### config.mk
export PLATFORM = sky130hd
export DESIGN_NAME = binary_pnm_header_and_sample_scaler_flat
export DESIGN_NICKNAME = d
export VERILOG_FILES = /design/src/design/bpnm_pkg.sv /design/src/design/bpnm_ifs.sv /design/src/design/binary_pnm_header_and_sample_scaler.sv /design/src/design/bpnm_div.sv /design/src/flat_wrapper.sv
export SDC_FILE = /design/constraint.sdc
export NUM_CORES = 1
export LEC_CHECK = 0
export BUFFER_PORTS_ARGS = -buffer_cell sky130_fd_sc_hd__clkbuf_2
export CORE_MARGIN = 3
export CORE_UTILIZATION = 65
export CTS_BUF_LIST = sky130_fd_sc_hd__clkbuf_8
export DETAILED_ROUTE_END_ITERATION = 8
export GPL_TIMING_DRIVEN = 0
export MAX_ROUTING_LAYER = met4
export PLACE_DENSITY = 0.82
export SLEW_MARGIN = 40
export SYNTH_ARGS = -nofsm -noshare
export SYNTH_HDL_FRONTEND = slang
export SYNTH_SLANG_ARGS = --single-unit
### constraint.sdc
create_clock -name clk -period 8.21 [get_ports clk]
set_clock_uncertainty 0.05 [all_clocks]
set_input_delay 1.642 -clock clk [delete_from_list [all_inputs] [get_ports clk]]
set_output_delay 1.642 -clock clk [all_outputs]
set_load 0.01 [all_outputs]
### src/design/bpnm_pkg.sv
// bpnm_pkg: shared types, constants and helpers for the binary pnm reader
// no dependencies; imported by the interfaces, the divider and the top level
`timescale 1ns / 1ps

package bpnm_pkg;

    // width of the parsed dimension and maxval stores
    localparam int DIM_BITS   = 16;
    localparam int FIELD_W    = 16;
    localparam int SAMPLE_W   = 8;
    localparam int COUNT_W    = 2 * DIM_BITS + 2;
    localparam int DIV_STEPS  = SAMPLE_W;
    localparam int DIV_CNT_W  = $clog2(DIV_STEPS + 1);
    localparam int DIVIDEND_W = 2 * SAMPLE_W;

    // result kinds
    localparam logic [1:0] KIND_HEADER = 2'd0;
    localparam logic [1:0] KIND_SAMPLE = 2'd1;
    localparam logic [1:0] KIND_ERROR  = 2'd2;

    // error codes
    localparam logic [1:0] ERR_BAD_MAGIC   = 2'd0;
    localparam logic [1:0] ERR_MAXVAL_HIGH = 2'd1;
    localparam logic [1:0] ERR_MAXVAL_ZERO = 2'd2;
    localparam logic [1:0] ERR_UNSUPPORTED = 2'd3;

    // characters of the file syntax
    localparam logic [7:0] CH_HASH    = 8'h23;
    localparam logic [7:0] CH_NEWLINE = 8'h0A;
    localparam logic [7:0] CH_ZERO    = 8'h30;
    localparam logic [7:0] CH_NINE    = 8'h39;
    localparam logic [7:0] CH_P       = 8'h50;
    localparam logic [7:0] CH_ONE     = 8'h31;
    localparam logic [7:0] CH_FOUR    = 8'h34;
    localparam logic [7:0] CH_FIVE    = 8'h35;
    localparam logic [7:0] CH_SIX     = 8'h36;
    localparam logic [7:0] CH_NUL     = 8'h00;

    localparam logic [SAMPLE_W-1:0] SAMPLE_MAX = {SAMPLE_W{1'b1}};

    typedef struct packed {
        logic [7:0] data_byte;
        logic       start_file;
    } bpnm_in_t;

    typedef struct packed {
        logic [1:0]          kind;
        logic [SAMPLE_W-1:0] sample;
        logic [FIELD_W-1:0]  image_width;
        logic [FIELD_W-1:0]  image_height;
        logic [FIELD_W-1:0]  max_sample;
        logic [1:0]          channel_count;
        logic [1:0]          error_code;
        logic                last;
    } bpnm_out_t;

    // divider request and status
    typedef struct packed {
        logic                  start;
        logic [DIVIDEND_W-1:0] dividend;
        logic [SAMPLE_W-1:0]   divisor;
    } div_req_t;

    typedef struct packed {
        logic                done;
        logic [SAMPLE_W-1:0] quotient;
    } div_stat_t;

    // saturate a stored dimension to the 16-bit result field
    function automatic logic [FIELD_W-1:0] sat_field(input logic [DIM_BITS-1:0] v);
        logic [DIM_BITS+FIELD_W-1:0] ext;
        logic [DIM_BITS+FIELD_W-1:0] lim;
        ext = {{FIELD_W{1'b0}}, v};
        lim = {{DIM_BITS{1'b0}}, {FIELD_W{1'b1}}};
        if (ext > lim)
        begin
            return {FIELD_W{1'b1}};
        end
        return ext[FIELD_W-1:0];
    endfunction

endpackage

### src/design/bpnm_ifs.sv
// bpnm_ifs: valid/ready channel interfaces for the byte stream and the results
// depends on bpnm_pkg for the payload structs
`timescale 1ns / 1ps

interface bpnm_byte_if;
    import bpnm_pkg::*;
    logic     valid;
    logic     ready;
    bpnm_in_t data;
    modport source (output valid, output data, input ready);
    modport sink (input valid, input data, output ready);
endinterface

interface bpnm_result_if;
    import bpnm_pkg::*;
    logic      valid;
    logic      ready;
    bpnm_out_t data;
    modport source (output valid, output data, input ready);
    modport sink (input valid, input data, output ready);
endinterface

### src/design/binary_pnm_header_and_sample_scaler.sv
// binary_pnm_header_and_sample_scaler: binary pnm (P5/P6) header parser and sample scaler
// depends on bpnm_pkg, bpnm_ifs and bpnm_div
//
//  channel        | dir | payload                                   | transaction
//  ---------------+-----+-------------------------------------------+------------------------
//  byte_stream    | in  | data_byte, start_file                     | one file byte
//  result_stream  | out | kind, sample, image_width/height,         | at most one per byte
//                 |     | max_sample, channel_count, error_code, last |
//
// a header byte is accepted and then parsed in a step; the byte ending maxval then goes on
// through the width*height multiply, the channel scale and the header report
// a raster byte is accepted, stepped and sent; when maxval is below 255 the divider runs its
// 8 quotient steps in between unless the scaled value saturates at once, and when maxval
// is 255 the byte passes straight through
// rst_n clears the parser to "awaiting magic letter" with all stores at their reset values
// a stalled result_stream holds finished results in the output register; the block only
// waits where a new result must be loaded into it
`timescale 1ns / 1ps

module binary_pnm_header_and_sample_scaler (
    input  logic                 clk,
    input  logic                 rst_n,
    bpnm_byte_if.sink            byte_stream,
    bpnm_result_if.source        result_stream
);
    import bpnm_pkg::*;

    // parser phases
    localparam logic [3:0] PH_MAGIC_P   = 4'd0;
    localparam logic [3:0] PH_MAGIC_NUM = 4'd1;
    localparam logic [3:0] PH_MAGIC_BAD = 4'd2;
    localparam logic [3:0] PH_W_SKIP    = 4'd3;
    localparam logic [3:0] PH_W_DIG     = 4'd4;
    localparam logic [3:0] PH_H_SKIP    = 4'd5;
    localparam logic [3:0] PH_H_DIG     = 4'd6;
    localparam logic [3:0] PH_M_SKIP    = 4'd7;
    localparam logic [3:0] PH_M_DIG     = 4'd8;
    localparam logic [3:0] PH_RASTER    = 4'd9;
    localparam logic [3:0] PH_IDLE      = 4'd10;

    // sequencer states
    localparam logic [2:0] ST_WAIT = 3'd0;  // ready for a byte
    localparam logic [2:0] ST_STEP = 3'd1;  // parse the latched byte
    localparam logic [2:0] ST_DIV  = 3'd2;  // divider scaling a sample
    localparam logic [2:0] ST_MUL  = 3'd3;  // width * height
    localparam logic [2:0] ST_CH   = 3'd4;  // times channel count
    localparam logic [2:0] ST_HDR  = 3'd5;  // header report

    localparam logic [DIM_BITS-1:0] NUM_CAP = {DIM_BITS{1'b1}};
    localparam logic [DIM_BITS-1:0] V255    = DIM_BITS'(255);

    logic [2:0]            state_reg, state_next;
    logic [3:0]            phase_reg, phase_next;
    logic                  comment_reg, comment_next;
    logic [DIM_BITS-1:0]   acc_reg, acc_next;
    logic [DIM_BITS-1:0]   width_reg, width_next;
    logic [DIM_BITS-1:0]   height_reg, height_next;
    logic [DIM_BITS-1:0]   maxval_reg, maxval_next;
    logic [1:0]            chan_reg, chan_next;
    logic [COUNT_W-1:0]    left_reg, left_next;
    logic [2*DIM_BITS-1:0] prod_reg, prod_next;
    logic [7:0]            byte_reg, byte_next;
    logic                  start_reg, start_next;
    logic                  out_valid_reg, out_valid_next;
    bpnm_out_t             out_reg, out_next;

    // parse state as seen by the byte, after a start_file reset
    logic [3:0]            ph_eff;
    logic                  cm_eff;
    logic [DIM_BITS-1:0]   acc_eff;
    logic [DIM_BITS-1:0]   wd_eff;
    logic [DIM_BITS-1:0]   ht_eff;
    logic [DIM_BITS-1:0]   mx_eff;
    logic [1:0]            ch_eff;
    logic [COUNT_W-1:0]    left_eff;

    logic                  is_digit;
    logic [DIM_BITS-1:0]   digit_val;
    logic [DIM_BITS+3:0]   acc_wide;
    logic [DIVIDEND_W-1:0] dividend;
    logic                  out_free;

    div_req_t              div_req;
    div_stat_t             div_stat;

    bpnm_div u_div (
        .clk   (clk),
        .rst_n (rst_n),
        .req   (div_req),
        .stat  (div_stat)
    );

    assign out_free = !out_valid_reg || result_stream.ready;

    always_comb
    begin
        if (start_reg)
        begin
            ph_eff   = PH_MAGIC_P;
            cm_eff   = 1'b0;
            acc_eff  = '0;
            wd_eff   = '0;
            ht_eff   = '0;
            mx_eff   = '0;
            ch_eff   = 2'd1;
            left_eff = '0;
        end
        else
        begin
            ph_eff   = phase_reg;
            cm_eff   = comment_reg;
            acc_eff  = acc_reg;
            wd_eff   = width_reg;
            ht_eff   = height_reg;
            mx_eff   = maxval_reg;
            ch_eff   = chan_reg;
            left_eff = left_reg;
        end
    end

    assign is_digit  = (byte_reg >= CH_ZERO) && (byte_reg <= CH_NINE);
    assign digit_val = DIM_BITS'(byte_reg - CH_ZERO);
    // acc * 10 + digit, four guard bits
    assign acc_wide  = ({4'b0, acc_eff} << 3) + ({4'b0, acc_eff} << 1)
                     + {4'b0, digit_val};
    // sample * 255
    assign dividend  = {byte_reg, {SAMPLE_W{1'b0}}} - {{SAMPLE_W{1'b0}}, byte_reg};

    always_comb
    begin
        logic [3:0]          t_ph;
        logic                t_cm;
        logic [DIM_BITS-1:0] t_acc;
        logic [DIM_BITS-1:0] t_wd;
        logic [DIM_BITS-1:0] t_ht;
        logic [DIM_BITS-1:0] t_mx;
        logic [1:0]          t_ch;
        logic [COUNT_W-1:0]  t_left;
        logic                fin;
        logic [DIM_BITS-1:0] fin_v;
        logic                res;
        logic [1:0]          res_kind;
        logic [SAMPLE_W-1:0] res_sample;
        logic [1:0]          res_err;
        logic                res_last;
        logic                go_div;
        logic                go_mul;
        logic                load;

        state_next     = state_reg;
        phase_next     = phase_reg;
        comment_next   = comment_reg;
        acc_next       = acc_reg;
        width_next     = width_reg;
        height_next    = height_reg;
        maxval_next    = maxval_reg;
        chan_next      = chan_reg;
        left_next      = left_reg;
        prod_next      = prod_reg;
        byte_next      = byte_reg;
        start_next     = start_reg;
        div_req.start    = 1'b0;
        div_req.dividend = dividend;
        div_req.divisor  = maxval_reg[SAMPLE_W-1:0];

        t_ph       = ph_eff;
        t_cm       = cm_eff;
        t_acc      = acc_eff;
        t_wd       = wd_eff;
        t_ht       = ht_eff;
        t_mx       = mx_eff;
        t_ch       = ch_eff;
        t_left     = left_eff;
        fin        = 1'b0;
        fin_v      = '0;
        res        = 1'b0;
        res_kind   = KIND_HEADER;
        res_sample = '0;
        res_err    = ERR_BAD_MAGIC;
        res_last   = 1'b0;
        go_div     = 1'b0;
        go_mul     = 1'b0;
        load       = 1'b0;

        unique case (state_reg)
            ST_WAIT:
            begin
                if (byte_stream.valid)
                begin
                    byte_next  = byte_stream.data.data_byte;
                    start_next = byte_stream.data.start_file;
                    state_next = ST_STEP;
                end
            end

            ST_STEP:
            begin
                unique case (ph_eff)
                    PH_MAGIC_P:
                    begin
                        t_ph = (byte_reg == CH_P) ? PH_MAGIC_NUM : PH_MAGIC_BAD;
                    end
                    PH_MAGIC_BAD:
                    begin
                        t_ph     = PH_IDLE;
                        res      = 1'b1;
                        res_kind = KIND_ERROR;
                        res_err  = ERR_BAD_MAGIC;
                    end
                    PH_MAGIC_NUM:
                    begin
                        if (byte_reg < CH_ONE || byte_reg > CH_SIX)
                        begin
                            t_ph     = PH_IDLE;
                            res      = 1'b1;
                            res_kind = KIND_ERROR;
                            res_err  = ERR_BAD_MAGIC;
                        end
                        else if (byte_reg <= CH_FOUR)
                        begin
                            // ascii and bitmap formats are not handled
                            t_ph     = PH_IDLE;
                            res      = 1'b1;
                            res_kind = KIND_ERROR;
                            res_err  = ERR_UNSUPPORTED;
                        end
                        else
                        begin
                            t_ch  = (byte_reg == CH_FIVE) ? 2'd1 : 2'd3;
                            t_ph  = PH_W_SKIP;
                            t_cm  = 1'b0;
                            t_acc = '0;
                        end
                    end
                    PH_W_SKIP, PH_H_SKIP, PH_M_SKIP:
                    begin
                        if (byte_reg == CH_NUL)
                        begin
                            // nul ends the number as zero
                            fin   = 1'b1;
                            fin_v = '0;
                        end
                        else if (cm_eff)
                        begin
                            if (byte_reg == CH_NEWLINE)
                            begin
                                t_cm = 1'b0;
                            end
                        end
                        else if (byte_reg == CH_HASH)
                        begin
                            t_cm = 1'b1;
                        end
                        else if (is_digit)
                        begin
                            t_acc = digit_val;
                            t_ph  = ph_eff + 4'd1;
                        end
                    end
                    PH_W_DIG, PH_H_DIG, PH_M_DIG:
                    begin
                        if (is_digit)
                        begin
                            t_acc = (acc_wide > {4'b0, NUM_CAP}) ? NUM_CAP
                                                                 : acc_wide[DIM_BITS-1:0];
                        end
                        else
                        begin
                            fin   = 1'b1;
                            fin_v = acc_eff;
                        end
                    end
                    PH_RASTER:
                    begin
                        if (left_eff != '0)
                        begin
                            t_left = left_eff - COUNT_W'(1);
                        end
                        if (t_left == '0)
                        begin
                            t_ph = PH_IDLE;
                        end
                        if (mx_eff == V255)
                        begin
                            // full-scale maxval passes the byte through
                            res        = 1'b1;
                            res_kind   = KIND_SAMPLE;
                            res_sample = byte_reg;
                            res_last   = (t_left == '0);
                        end
                        else
                        begin
                            go_div = 1'b1;
                        end
                    end
                    default:
                    begin
                        t_ph = ph_eff;
                    end
                endcase

                if (fin)
                begin
                    t_acc = '0;
                    t_cm  = 1'b0;
                    if (ph_eff == PH_W_SKIP || ph_eff == PH_W_DIG)
                    begin
                        t_wd = fin_v;
                        t_ph = PH_H_SKIP;
                    end
                    else if (ph_eff == PH_H_SKIP || ph_eff == PH_H_DIG)
                    begin
                        t_ht = fin_v;
                        t_ph = PH_M_SKIP;
                    end
                    else
                    begin
                        t_mx = fin_v;
                        if (fin_v > V255)
                        begin
                            t_ph     = PH_IDLE;
                            res      = 1'b1;
                            res_kind = KIND_ERROR;
                            res_err  = ERR_MAXVAL_HIGH;
                        end
                        else if (fin_v == '0)
                        begin
                            t_ph     = PH_IDLE;
                            res      = 1'b1;
                            res_kind = KIND_ERROR;
                            res_err  = ERR_MAXVAL_ZERO;
                        end
                        else
                        begin
                            go_mul = 1'b1;
                        end
                    end
                end

                // a step that yields a result waits for room in the output register
                if (!res || out_free)
                begin
                    phase_next   = t_ph;
                    comment_next = t_cm;
                    acc_next     = t_acc;
                    width_next   = t_wd;
                    height_next  = t_ht;
                    maxval_next  = t_mx;
                    chan_next    = t_ch;
                    left_next    = t_left;
                    load         = res;
                    div_req.start = go_div;
                    if (go_div)
                    begin
                        state_next = ST_DIV;
                    end
                    else if (go_mul)
                    begin
                        state_next = ST_MUL;
                    end
                    else
                    begin
                        state_next = ST_WAIT;
                    end
                end
            end

            ST_DIV:
            begin
                if (div_stat.done && out_free)
                begin
                    res        = 1'b1;
                    res_kind   = KIND_SAMPLE;
                    res_sample = div_stat.quotient;
                    res_last   = (left_reg == '0);
                    load       = 1'b1;
                    state_next = ST_WAIT;
                end
            end

            ST_MUL:
            begin
                prod_next  = width_reg * height_reg;
                state_next = ST_CH;
            end

            ST_CH:
            begin
                left_next = (chan_reg == 2'd3)
                          ? ({2'b0, prod_reg} + {1'b0, prod_reg, 1'b0})
                          : {2'b0, prod_reg};
                state_next = ST_HDR;
            end

            ST_HDR:
            begin
                if (out_free)
                begin
                    res        = 1'b1;
                    res_kind   = KIND_HEADER;
                    res_last   = (left_reg == '0);
                    load       = 1'b1;
                    phase_next = (left_reg == '0) ? PH_IDLE : PH_RASTER;
                    state_next = ST_WAIT;
                end
            end

            default:
            begin
                state_next = ST_WAIT;
            end
        endcase

        // output register
        out_next = out_reg;
        if (load)
        begin
            out_next.kind          = res_kind;
            out_next.sample        = res_sample;
            out_next.image_width   = sat_field(width_next);
            out_next.image_height  = sat_field(height_next);
            out_next.max_sample    = sat_field(maxval_next);
            out_next.channel_count = chan_next;
            out_next.error_code    = (res_kind == KIND_ERROR) ? res_err : ERR_BAD_MAGIC;
            out_next.last          = res_last;
        end

        if (load)
        begin
            out_valid_next = 1'b1;
        end
        else if (result_stream.ready)
        begin
            out_valid_next = 1'b0;
        end
        else
        begin
            out_valid_next = out_valid_reg;
        end
    end

    always_ff @(posedge clk or negedge rst_n)
    begin
        if (!rst_n)
        begin
            state_reg     <= ST_WAIT;
            phase_reg     <= PH_MAGIC_P;
            comment_reg   <= 1'b0;
            acc_reg       <= '0;
            width_reg     <= '0;
            height_reg    <= '0;
            maxval_reg    <= '0;
            chan_reg      <= 2'd1;
            left_reg      <= '0;
            out_valid_reg <= 1'b0;
        end
        else
        begin
            state_reg     <= state_next;
            phase_reg     <= phase_next;
            comment_reg   <= comment_next;
            acc_reg       <= acc_next;
            width_reg     <= width_next;
            height_reg    <= height_next;
            maxval_reg    <= maxval_next;
            chan_reg      <= chan_next;
            left_reg      <= left_next;
            out_valid_reg <= out_valid_next;
        end
    end

    // payload registers
    always_ff @(posedge clk)
    begin
        prod_reg  <= prod_next;
        byte_reg  <= byte_next;
        start_reg <= start_next;
        out_reg   <= out_next;
    end

    assign byte_stream.ready   = (state_reg == ST_WAIT);
    assign result_stream.valid = out_valid_reg;
    assign result_stream.data  = out_reg;

endmodule

### src/design/bpnm_div.sv
// bpnm_div: restoring divider, one quotient bit per cycle while busy, saturating at 255
// depends on bpnm_pkg for the request and status structs
`timescale 1ns / 1ps

module bpnm_div (
    input  logic               clk,
    input  logic               rst_n,
    input  bpnm_pkg::div_req_t  req,
    output bpnm_pkg::div_stat_t stat
);
    import bpnm_pkg::*;

    logic [SAMPLE_W-1:0]  rem_reg, rem_next;
    logic [SAMPLE_W-1:0]  low_reg, low_next;
    logic [SAMPLE_W-1:0]  quo_reg, quo_next;
    logic [SAMPLE_W-1:0]  dvs_reg, dvs_next;
    logic [DIV_CNT_W-1:0] cnt_reg, cnt_next;
    logic                 busy_reg, busy_next;
    logic                 done_reg, done_next;
    logic [SAMPLE_W:0]    part;
    logic [SAMPLE_W:0]    diff;

    assign part = {rem_reg, low_reg[SAMPLE_W-1]};
    assign diff = part - {1'b0, dvs_reg};

    always_comb
    begin
        rem_next  = rem_reg;
        low_next  = low_reg;
        quo_next  = quo_reg;
        dvs_next  = dvs_reg;
        cnt_next  = cnt_reg;
        busy_next = busy_reg;
        done_next = done_reg;
        if (req.start)
        begin
            dvs_next = req.divisor;
            // quotient would need more than eight bits: saturate
            if (req.dividend[DIVIDEND_W-1:SAMPLE_W] >= req.divisor)
            begin
                quo_next  = SAMPLE_MAX;
                cnt_next  = '0;
                busy_next = 1'b0;
                done_next = 1'b1;
            end
            else
            begin
                rem_next  = req.dividend[DIVIDEND_W-1:SAMPLE_W];
                low_next  = req.dividend[SAMPLE_W-1:0];
                quo_next  = '0;
                cnt_next  = DIV_CNT_W'(DIV_STEPS);
                busy_next = 1'b1;
                done_next = 1'b0;
            end
        end
        else if (busy_reg)
        begin
            if (part >= {1'b0, dvs_reg})
            begin
                rem_next = diff[SAMPLE_W-1:0];
                quo_next = {quo_reg[SAMPLE_W-2:0], 1'b1};
            end
            else
            begin
                rem_next = part[SAMPLE_W-1:0];
                quo_next = {quo_reg[SAMPLE_W-2:0], 1'b0};
            end
            low_next = {low_reg[SAMPLE_W-2:0], 1'b0};
            cnt_next = cnt_reg - DIV_CNT_W'(1);
            if (cnt_reg == DIV_CNT_W'(1))
            begin
                busy_next = 1'b0;
                done_next = 1'b1;
            end
        end
    end

    always_ff @(posedge clk or negedge rst_n)
    begin
        if (!rst_n)
        begin
            cnt_reg  <= '0;
            busy_reg <= 1'b0;
            done_reg <= 1'b0;
        end
        else
        begin
            cnt_reg  <= cnt_next;
            busy_reg <= busy_next;
            done_reg <= done_next;
        end
    end

    always_ff @(posedge clk)
    begin
        rem_reg <= rem_next;
        low_reg <= low_next;
        quo_reg <= quo_next;
        dvs_reg <= dvs_next;
    end

    assign stat.done     = done_reg;
    assign stat.quotient = quo_reg;

endmodule

### src/flat_wrapper.sv
// flat-port wrapper written by rule: the top's interface ports become plain ports
module binary_pnm_header_and_sample_scaler_flat import bpnm_pkg::*;
  (clk, rst_n, byte_stream_valid, byte_stream_data, byte_stream_ready, result_stream_valid, result_stream_data, result_stream_ready);
  bpnm_byte_if byte_stream_i ();
  bpnm_result_if result_stream_i ();
  input  logic clk;
  input  logic rst_n;
  input wire logic [$bits(byte_stream_i.valid)-1:0] byte_stream_valid;
  input wire logic [$bits(byte_stream_i.data)-1:0] byte_stream_data;
  output wire logic [$bits(byte_stream_i.ready)-1:0] byte_stream_ready;
  output wire logic [$bits(result_stream_i.valid)-1:0] result_stream_valid;
  output wire logic [$bits(result_stream_i.data)-1:0] result_stream_data;
  input wire logic [$bits(result_stream_i.ready)-1:0] result_stream_ready;
  assign byte_stream_i.valid = byte_stream_valid;
  assign byte_stream_i.data = byte_stream_data;
  assign byte_stream_ready = byte_stream_i.ready;
  assign result_stream_valid = result_stream_i.valid;
  assign result_stream_data = result_stream_i.data;
  assign result_stream_i.ready = result_stream_ready;
  binary_pnm_header_and_sample_scaler u_core (.clk(clk), .rst_n(rst_n), .byte_stream(byte_stream_i), .result_stream(result_stream_i));
endmodule
==> impl_metrics.yaml <==
worst_setup_path:
  reg2reg_from: "u_core.width_reg[11]$_DFF_PN0_"
  cp_num_buf_inv: 5
  crit_path_end: "u_core.prod_reg[30]$_DFFE_PN_"
  rrSetupSlack_ns: 0.40
  slowest_delay_ns: 0.57
  cp-start-kind: "register"
  critPathMostFrequentCell: "fa_1"
  cp_slowest_cell: "fa_1"
  r2r_cells: 20
  critPathTopFamily: "adder cells"
  reg2reg_to: "u_core.prod_reg[30]$_DFFE_PN_"
  cp.required_ns: 8.53
  worstPathArrival_ns: 8.12
  cp-end-kind: "register"
  path_max_fanout: 10
  path_class: "reg2reg"
  cp.depth: 20
  crit_chain: "clkbuf_1 > clkbuf_1 > nand2_1 > fa_1 > inv_1 > fa_1 > fa_1 > fa_1 > fa_1 > inv_1 > fa_1 > inv_1 > ha_1 > and3_1 > nand3_1 > o31ai_1 > a22oi_1 > o31ai_1 > o221ai_1 > o311ai_0"
  worstSetupStartpoint: "u_core.width_reg[11]$_DFF_PN0_"
global_routing:
  grtUsageTotal: 0.395
  grt-ovfl-total: 0
  grt_pass1_wl_um: 118000
  grt_max_degree: 55
  grt_pass1_vias: 21700
  antenna_found_initial: 0
timing:
  rsz0062_at_grt: "false"
  setup_viol: 0
  maxClockFrequency_ghz: 0.128
  drv_slew: 0
  period_needed_ns: 7.81
  fin_crit_sh: 0.951
  fin_setup_tns_ns: 0
  worst_pin_slew_ns: 0.883
  maxSlewHeadroom: 0.405
  hold_violations: 0
cells_and_area:
  nFillCells: 2744
  layout.nets: 3240
  final_util: 0.723
  largest_reg_flops: 63
  layout-drive-gt1-share: 0.0743
  diodes: 0
  finalNonFillerCells: 3370
  area_delta_synth_final_pct: 8.92
  final_cell_area_um2: 26700
yosys:
  synth_cell_type_count: 91
  synth_commonest_cells: "357 x nand2_1, 324 x inv_1, 210 x fa_1"
  yosysSeqAreaShare: 0.284
  yosys_warnings: 0
  netlist_instances: 2704
  syn-cell-area_um2: 24500
  synthTopCellsByArea: "fa_1 17%, edfxtp_1 17%, dfrtp_1 12%"
  dominantRegCellSynth: "edfxtp_1"
  yosys.area.top_type: "fa_1"
  synth_async_sr_flop_share: 0.458
  synth_most_common_cell: "nand2_1"
  synth_seq_cells: 251
  yosys.area.top_type_share: 0.172
  synth-edff-count: 136
  syn_nets: 3114
  avgSynthCellArea_um2: 9.05
pwr:
  p_leak_uw: 0.0122
  p_int_uw: 3250
  seqPwrFrac: 0.339
  p_switching_uw: 2360
  p_clk_frac: 0.246
  swShare: 0.421
  pwr-share-comb: 0.415
  p_per_area_nw_per_um2: 210
  p_total_uw: 5610
  vdd.ir_drop.worst_uv: 169
floorplanning:
  ios: 78
  dieArea_um2: 40000
  die_h_um: 200
  initial_core_util: 0.664
  die_w_um: 200
  core_um2: 36900
  rows: 70
routing:
  drtPass1Iterations: 8
  viasPerCell: 6.39
  routed_wl_um: 75200
  vias: 21500
  drtIter0Drc: 2279
  drc_errors: 0
  wl_per_cell_um: 22.3
  ant_nets: 0
run_status:
  status: "completed"
clocking:
  ctsResizeCount: 0
  post-cts-setup-buffers: 0
  cts_buffers: 44
  clkLatencyLatePin_ns: 0.64
  cts_sinks: 251
  cts_hold_buf: 0
  htree_levels: 2
  clockRootBuffer: "clkbuf_8"
  clockBufferDepth: 3
  cts_tree: "built"
  path_clk_slew_ns: 0.06
placement:
  dpl.hpwl_um: 58800
  placed_area_um2: 25600
  gp_congestion: 1.01
  portBuffers: 77
  dp_cells: 3289
worst_hold_path:
  hold_class: "reg2reg"
job:
  drv_cap: 0
-- kinds of logic (layout without fill, tap and decap cells) --
family | count (synthesis) | in the layout | share of synthesized area
adders and majority gates | 397 | 397 | 0.267
AOI/OAI and AO/OA | 619 | 619 | 0.167
DFF | 251 | 251 | 0.284
and+or+nand+nor | 898 | 898 | 0.179
muxes | 15 | 15 | 0.00629
xor gates and xnor gates | 69 | 69 | 0.0247
buffers and inverters | 455 | 617 | 0.0712
-- tightest hold or removal path: stages, from the launching register on --
cell     delay, ns
dfrtp_1       0.37
nand2_1       0.05
o21ai_0       0.06
-- final cells by class --
| class | count | area, um2 | area share |
|---|---|---|---|
| Multi-Input combinational cell | 1998 | 15800 | 0.593 |
| Timing Repair Buffer | 81 | 477 | 0.0179 |
| Sequential cell | 251 | 6960 | 0.261 |
| Buffer | 130 | 524 | 0.0197 |
| Inverter | 324 | 1220 | 0.0456 |
| Tap cell | 504 | 631 | 0.0236 |
| Clock inverter | 33 | 359 | 0.0135 |
| Clock buffer | 49 | 674 | 0.0253 |
-- worst min path at each step --
stage	startpoint	to	slack, ns	depth (start not counted)
2_1_floorplan	u_core.maxval_reg[5]$_DFF_PN0_	u_core.u_div.dvs_reg[5]$_DFFE_PP_	0.40	0
3_3_place_gp	u_core.acc_reg[1]$_DFFE_PN0P_	u_core.acc_reg[1]$_DFFE_PN0P_	0.44	2
3_5_place_dp	u_core.acc_reg[11]$_DFFE_PN0P_	u_core.acc_reg[11]$_DFFE_PN0P_	0.45	2
4_1_cts	u_core.acc_reg[1]$_DFFE_PN0P_	u_core.acc_reg[1]$_DFFE_PN0P_	0.47	2
5_1_grt	u_core.maxval_reg[3]$_DFF_PN0_	u_core.u_div.dvs_reg[3]$_DFFE_PP_	0.49	0
6_report	u_core.acc_reg[8]$_DFFE_PN0P_	u_core.acc_reg[8]$_DFFE_PN0P_	0.47	2
-- metrics by stage --
stage | worst slack (ns) | hold WS, ns
floorplan | 1.87 | 0.396
global placement | 0.517 | 0.440
detailed placement | 0.422 | 0.455
CTS | 0.398 | 0.470
global route | 0.00890 | 0.486
finish | 0.403 | 0.470
-- layer usage --
| layer | share of wire | global-route usage |
|---|---|---|
| met5 | 0 | - |
| met4 | 0.057 | 0.194 |
| met3 | 0.10 | 0.0841 |
| met2 | 0.46 | 0.603 |
| met1 | 0.39 | 0.504 |
-- power by group through the flow --
stage | combinational, uW | clock [uW] | sequential, uW
detailed placement | 2250 | 0 | 1910
finish | 2330 | 1380 | 1900
global route | 2530 | 1440 | 1930
CTS | 2270 | 1390 | 1890
floorplan | 1500 | 0 | 1880
global placement | 2200 | 0 | 1910
-- layout by cell type (no fill, tap or decap), types with 14 or more instances in the layout --
| cell type | count |
|---|---|
| and2_1 | 136 |
| dfrtp_1 | 114 |
| nor2_1 | 144 |
| nand2_1 | 357 |
| xor2_1 | 22 |
| clkbuf_8 | 50 |
| o31ai_1 | 24 |
| o21bai_1 | 18 |
| nand2b_1 | 35 |
| edfxtp_1 | 136 |
| o211ai_1 | 23 |
| a31oi_1 | 20 |
| clkbuf_2 | 77 |
| nor3_1 | 32 |
| or3_1 | 14 |
| a211oi_1 | 20 |
| o21ai_0 | 161 |
| a221oi_1 | 21 |
| fa_1 | 210 |
| inv_1 | 334 |
| xnor2_1 | 47 |
| nor4_1 | 22 |
| clkbuf_1 | 111 |
| o21a_1 | 19 |
| nand3_1 | 43 |
| a21oi_1 | 135 |
| a21o_1 | 37 |
| ha_1 | 187 |
| nor2b_1 | 23 |
(Power assumes the default switching activity.)
